===== config.mk =====
export PLATFORM = sky130hd
export DESIGN_NAME = dtq_front_flat
export DESIGN_NICKNAME = d
export VERILOG_FILES = /design/src/hdl/dtq_pkg.sv /design/src/hdl/dtq_if.sv /design/src/hdl/dtq_front.sv /design/src/flat_wrapper.sv
export SDC_FILE = /design/constraint.sdc
export NUM_CORES = 1
export LEC_CHECK = 0
export BUFFER_PORTS_ARGS = -buffer_cell sky130_fd_sc_hd__buf_2
export CORE_MARGIN = 8
export CORE_UTILIZATION = 52
export CTS_BUF_LIST = sky130_fd_sc_hd__clkbuf_16
export CTS_CLUSTER_SIZE = 30
export DETAILED_ROUTE_END_ITERATION = 10
export GPL_TIMING_DRIVEN = 1
export PLACE_DENSITY = 0.79
export SYNTH_ARGS = -nofsm -noshare
export SYNTH_HDL_FRONTEND = slang
export SYNTH_SLANG_ARGS = --single-unit

===== constraint.sdc =====
create_clock -name i_clk -period 5.85 [get_ports i_clk]
set_input_delay 0.2925 -clock i_clk [delete_from_list [all_inputs] [get_ports i_clk]]
set_output_delay 0.2925 -clock i_clk [all_outputs]
set_load 0.02 [all_outputs]

===== src/hdl/dtq_pkg.sv =====
package dtq_pkg;

    // most results one input transaction may cause
    localparam int MAX_RESULTS = 16;
    localparam int RES_BITS    = 5;

    // operation codes on the func field
    typedef enum logic [1:0] {
        OP_TICK = 2'd0,
        OP_ADD  = 2'd1,
        OP_DEL  = 2'd2,
        OP_NONE = 2'd3
    } t_op;

    // result kinds
    typedef enum logic [2:0] {
        KIND_FIRED     = 3'd0,
        KIND_ADDED     = 3'd1,
        KIND_DELETED   = 3'd2,
        KIND_NOT_FOUND = 3'd3,
        KIND_FULL      = 3'd4,
        KIND_NO_FIRE   = 3'd5
    } t_kind;

    // decoded command handed from the front to the engine
    typedef struct packed {
        t_op         op;
        logic [23:0] period_ticks;
        logic [15:0] repeat_count;
        logic [15:0] target_id;
    } t_cmd;

endpackage


===== src/hdl/dtq_if.sv =====
interface dtq_in_if;
    logic        valid;
    logic        ready;
    logic [1:0]  func;
    logic [23:0] period_ticks;
    logic [15:0] repeat_count;
    logic [15:0] target_id;

    modport source (output valid, func, period_ticks, repeat_count, target_id, input ready);
    modport sink   (input valid, func, period_ticks, repeat_count, target_id, output ready);
endinterface



===== src/hdl/dtq_front.sv =====
module dtq_front
    import dtq_pkg::*;
(
    input  logic   i_clk,
    input  logic   i_rst_n,
    dtq_in_if.sink i_req,
    output logic   o_cmd_valid,
    input  logic   i_cmd_ready,
    output t_cmd   o_cmd
);

    t_cmd       r_q [2];
    logic       r_wp, r_rp;
    logic [1:0] r_cnt;
    logic       push, pop, keep;
    t_cmd       dec;

    // decode the incoming transaction
    always_comb begin
        dec.op           = t_op'(i_req.func);
        dec.period_ticks = i_req.period_ticks;
        dec.repeat_count = i_req.repeat_count;
        dec.target_id    = i_req.target_id;
    end

    // unused operation code is taken and dropped
    assign keep        = (dec.op != OP_NONE);
    assign i_req.ready = (r_cnt != 2'd2);
    assign push        = i_req.valid && i_req.ready && keep;
    assign o_cmd_valid = (r_cnt != 2'd0);
    assign pop         = o_cmd_valid && i_cmd_ready;
    assign o_cmd       = r_q[r_rp];

    // two-deep command queue
    always_ff @(posedge i_clk) begin
        if (!i_rst_n) begin
            r_wp  <= 1'b0;
            r_rp  <= 1'b0;
            r_cnt <= 2'd0;
        end else begin
            if (push) r_wp <= ~r_wp;
            if (pop)  r_rp <= ~r_rp;
            r_cnt <= r_cnt + 2'(push) - 2'(pop);
        end
    end

    always_ff @(posedge i_clk) begin
        if (push) r_q[r_wp] <= dec;
    end

endmodule


===== src/flat_wrapper.sv =====
// flat-port wrapper written by rule: the top's interface ports become plain ports
module dtq_front_flat import dtq_pkg::*;
  (i_clk, i_rst_n, o_cmd_valid, i_cmd_ready, o_cmd, i_req_valid, i_req_func, i_req_period_ticks, i_req_repeat_count, i_req_target_id, i_req_ready);
  dtq_in_if i_req_i ();
  input  logic i_clk;
  input  logic i_rst_n;
  output logic o_cmd_valid;
  input  logic i_cmd_ready;
  output t_cmd o_cmd;
  input wire logic [$bits(i_req_i.valid)-1:0] i_req_valid;
  input wire logic [$bits(i_req_i.func)-1:0] i_req_func;
  input wire logic [$bits(i_req_i.period_ticks)-1:0] i_req_period_ticks;
  input wire logic [$bits(i_req_i.repeat_count)-1:0] i_req_repeat_count;
  input wire logic [$bits(i_req_i.target_id)-1:0] i_req_target_id;
  output wire logic [$bits(i_req_i.ready)-1:0] i_req_ready;
  assign i_req_i.valid = i_req_valid;
  assign i_req_i.func = i_req_func;
  assign i_req_i.period_ticks = i_req_period_ticks;
  assign i_req_i.repeat_count = i_req_repeat_count;
  assign i_req_i.target_id = i_req_target_id;
  assign i_req_ready = i_req_i.ready;
  dtq_front u_core (.i_clk(i_clk), .i_rst_n(i_rst_n), .i_req(i_req_i), .o_cmd_valid(o_cmd_valid), .i_cmd_ready(i_cmd_ready), .o_cmd(o_cmd));
endmodule

### Word-level counts from Yosys, hierarchy flattened

Memory sizes are Yosys's and may differ from the RTL's. A register that Yosys moved wholly into a read port is not among the register bits.
Cells that the tools add are included.

* $add $sub $neg: 2
* equal/unequal tests: 2
* mux-type cells: 4
* bitwise operators: 2
* reduce and logical (&&, ||, !) cells: 4

Operators with widths (number)
* 1-bit two-way mux: 4
* 2-bit inequality test (second input constant): 2
* 1-bit logical AND: 3
* 2-bit by 1-bit adder with 2-bit output: 1
* 1-bit NOT: 2
* 2-bit nonzero test: 1
* 2-bit by 1-bit subtractor with 2-bit output: 1

* register bits: 4
* bits in writable memories: 116
* input port bits: 62
* output and inout bits: 60
* memories: 1

Memory list
* u_core.r_q: words 2, width 58, rd ports 1, clocked after memory_dff 1, write ports 1, RTL line dtq_front.sv:12 `t_cmd r_q [2];`

### Logic depth before layout (Yosys ltp)

* depth after elaboration: 5
* mapped depth: 5
* mapped depth without buffers: 5

### Worst setup path before layout

Ideal clock, no wire load.

* path kind: input to register
* start point: input i_req_valid
* end point: memory u_core.r_q[1][0] (netlist name) (enable)
* arrival time: 4.798 ns
* required time: 5.293 ns
* setup slack: 0.495 ns
* cell stages on the path: 2
* buffers on the path: 0
* cell sequence: a21bo_2 -> nor3b_1

* word-level cells in the longest chain between the ends: 4

RTL lines
* start: declaration: RTL line flat_wrapper.sv:10 `input wire logic [$bits(i_req_i.valid)-1:0] i_req_valid;`
* 1-bit logical AND (2 in a row): RTL line dtq_front.sv:29 `assign push = i_req.valid && i_req.ready && keep;`
* 1-bit two-way mux: RTL line dtq_front.sv:48 `if (push) r_q[r_wp] <= dec;`
* 1-bit two-way mux (implied by the code): RTL line dtq_front.sv:48
* end: declaration: RTL line dtq_front.sv:12

Every way passes these cells.

==> results.md <==
- EDFF count, synth: ~120
- Synth area leaders: edfxtp_1 79%, mux2_2 15%, dfxtp_1 2.3%
- Final setup TNS: 0 ps
- CTS Buffer Depth: 2
- Period utilisation layout: 0.401
- Worst Setup End Kind: output port
- WL final: between 8 and 9 mm
- Largest stage delay on the critical path: around 550 ps
- DP Area: 0.00516 mm^2
- Post-DP HPWL: around 5.5 mm
- CTS tree: built
- Die span in x: 108 um
- Worst Hold Depth: 1
- Post-synthesis sequential area ratio: 0.808
- Worst r2r dst: u_core.r_q[1][52]
- Largest area contributor in the netlist: edfxtp_1
- Avg Cell Area, Syn: ~21 um^2
- Largest net degree at the start of global routing: 60
- Primary FF master, synth: edfxtp_1
- RR Startpoint: u_core.r_cnt[1]
- PortBufs: 121
- Total gr overflow: 0
- Worst EP required: between 5000 and 6000 ps
- CP max FO: between 40 and 50
- RSZ-0062 raised after global routing: false
- Final hold vios: 0
- Syn Inst Count: roughly 210
- Setup CP Type: flip-flop to output port
- Area share of the largest cell type after synthesis: 0.785
- Core box area: a little over 0.008 mm^2
- Status: finished, final reports clean
- Maxcap violations: 0
- Initial drt markers: between 100 and 150
- Synth cell count leaders: 116 x edfxtp_1, 58 x mux2_2, 5 x dfxtp_1
- Post-CTS sizing: 0
- Filler cells: ~580
- Worst Tran Pin Value: 783 ps
- Die Area: roughly 0.012 mm^2
- Initial antenna violation count: 1
- Relative slew slack: 0.478
- Crit path DAT: 2050 ps
- GR Util All Layers: 0.142
- Critical-path cell with the highest stage delay: buf_4
- R2R setup slack: roughly 4100 ps
- Synth cell types: 18
- CTS buffer count: 17
- Placer congestion estimate: approximately 0.64
- Clock sinks: about 120
- Synth async-reset ratio: 0
- N_diodes: 0
- DR vias: about 2300
- Final setup viols: 0
- Crit path launch type: flip-flop
- Root buffer cell: clkbuf_16
- Vias in the first global route: about 2700
- DRT Pass-1 Iters: 4
- First-pass GRT wire length: 12.6 mm
- Post-Route Skew: roughly 5.8 ps
- H-tree levels: 4
- Cells on worst reg2reg path: 3
- Final Critical Period: around 2300 ps
- Worst-path cell chain: buf_4, mux2_2, buf_2
- Leak pwr: about 0.0021 uW
- Multi-input gate area: around 800 um^2
- Die height: 108 um
- Flops & latches, synth: 121
- Final Instance Area: approximately 0.0057 mm^2
- Residual DRC: 0
- Most instantiated library cell after synthesis: edfxtp_1
- Num rows: 33
- I/O pins: ~120
- Yosys warns: 0
- Wirelength per Cell: between 15 and 20 um
- Hold Crit Start: i_req_period_ticks[1]
- Slew Viols, Final: 0
- VDD IR-drop max: between 200 and 250 uV
- Hold WC Path Type: primary input to flip-flop
- Fmax: ~430 MHz
- Nets: 407
- Routed Antenna Nets: 0
- Layout area overhead: 29.2%
- Synthesized net count: 271
- Skew-Pair Late Insertion Delay: roughly 390 ps
- Mapped Area: ~0.0044 mm^2
- Layout cells sized above 1: 0.608
- # Post-CTS Setup Buffers: 0
- Fin Hold WS: 87.6 ps
- Cts hold-fix bufs: 0
- Clock transition at path regs: approximately 60 ps
- WHS Endpoint: u_core.r_q[0][33]
- Register area: ~0.0036 mm^2
- Initial Util: 0.537
- PwrDens: about 470 mW/mm^2
- Routed vias/inst: approximately 5
## layout by cell type (no fill, tap or decap), drive strengths merged
master and n:
dfxtp 5, buf 124, a21bo 1, o21a 4, nor2 2, nor3b 1, nor4 1, clkbuf 17
bufinv 2, xnor2 2, mux2 58, clkinvlp 4, inv 7, clkinv 5, ha 1, or2 1
o31a 1, nor3 4, edfxtp 116, nor2b 1
## how the worst max path moves through the flow
| stage | from | end | slack (ps) | cells after the start |
|---|---|---|---|---|
| 2_1_floorplan | i_req_valid | u_core.r_q[1][0] | 490 | 2 |
| 3_3_place_gp | flip-flop | o_cmd[0] | 3870 | 3 |
| 3_5_place_dp | flip-flop | o_cmd[0] | 3880 | 3 |
| 4_1_cts | flip-flop | o_cmd[0] | 3450 | 3 |
| 5_1_grt | flip-flop | o_cmd[11] | 3370 | 3 |
| 6_report | flip-flop | o_cmd[11] | 3500 | 3 |
## per-layer routing
metal | vias up | routed length [um] | global-route usage
met2 | 83 | 4210 | 0.238
met5 | - | 12 | 0
met4 | 2 | 17 | 0.0616
met3 | 4 | 719 | 0.0637
met1 | 1108 | 3260 | 0.153
li1 | 1098 | - | -
## cells by family (layout without fill, tap and decap cells)
family,Yosys count,after routing,share of synthesized area
AOI/OAI and AO/OA,6,6,0.0110
muxes,58,58,0.147
DFF,121,121,0.808
and+or+nand+nor,10,10,0.0138
buffers and inverters,10,159,0.0135
adders and majority gates,1,1,0.00282
xor gates and xnor gates,2,2,0.00395
## area by class of cell
type                       count  area share
clock buffer                  17      0.0742
clock inverter                15      0.0262
sequential                   121       0.625
tap                          105      0.0229
timing repair buffer         124       0.110
inverter                       3     0.00196
multi-input combinational     77       0.140
## critical path: cells and delay by family (launching register included)
kind / cells / cell delay (ps)
flops: 1 / 520
buf+inv: 2 / 710
mux: 1 / 420
## stage by stage
step	cells	utilization	setup slack (ps)	total power (uW)
after global placement	430	0.625	3870	1730
final	462	0.694	3500	2700
after global routing	462	0.694	3370	2810
after floorplan	208	-	495	1560
after CTS	462	0.694	3450	2730
after detailed placement	430	0.625	3880	1740
## where the power goes
group,switching [uW],internal (uW)
Combinational,363,255
Sequential,38.0,1060
Clock,356,627
Total,757,1940
## sequential cells by signal, indices dropped and copies added (netlist names), named ones only
name / flops
u_core.r_q: 116
u_core.r_cnt: 2
u_core.r_rp: 1
u_core.r_wp: 1
Note: power is estimated with default switching activity, not from simulation.
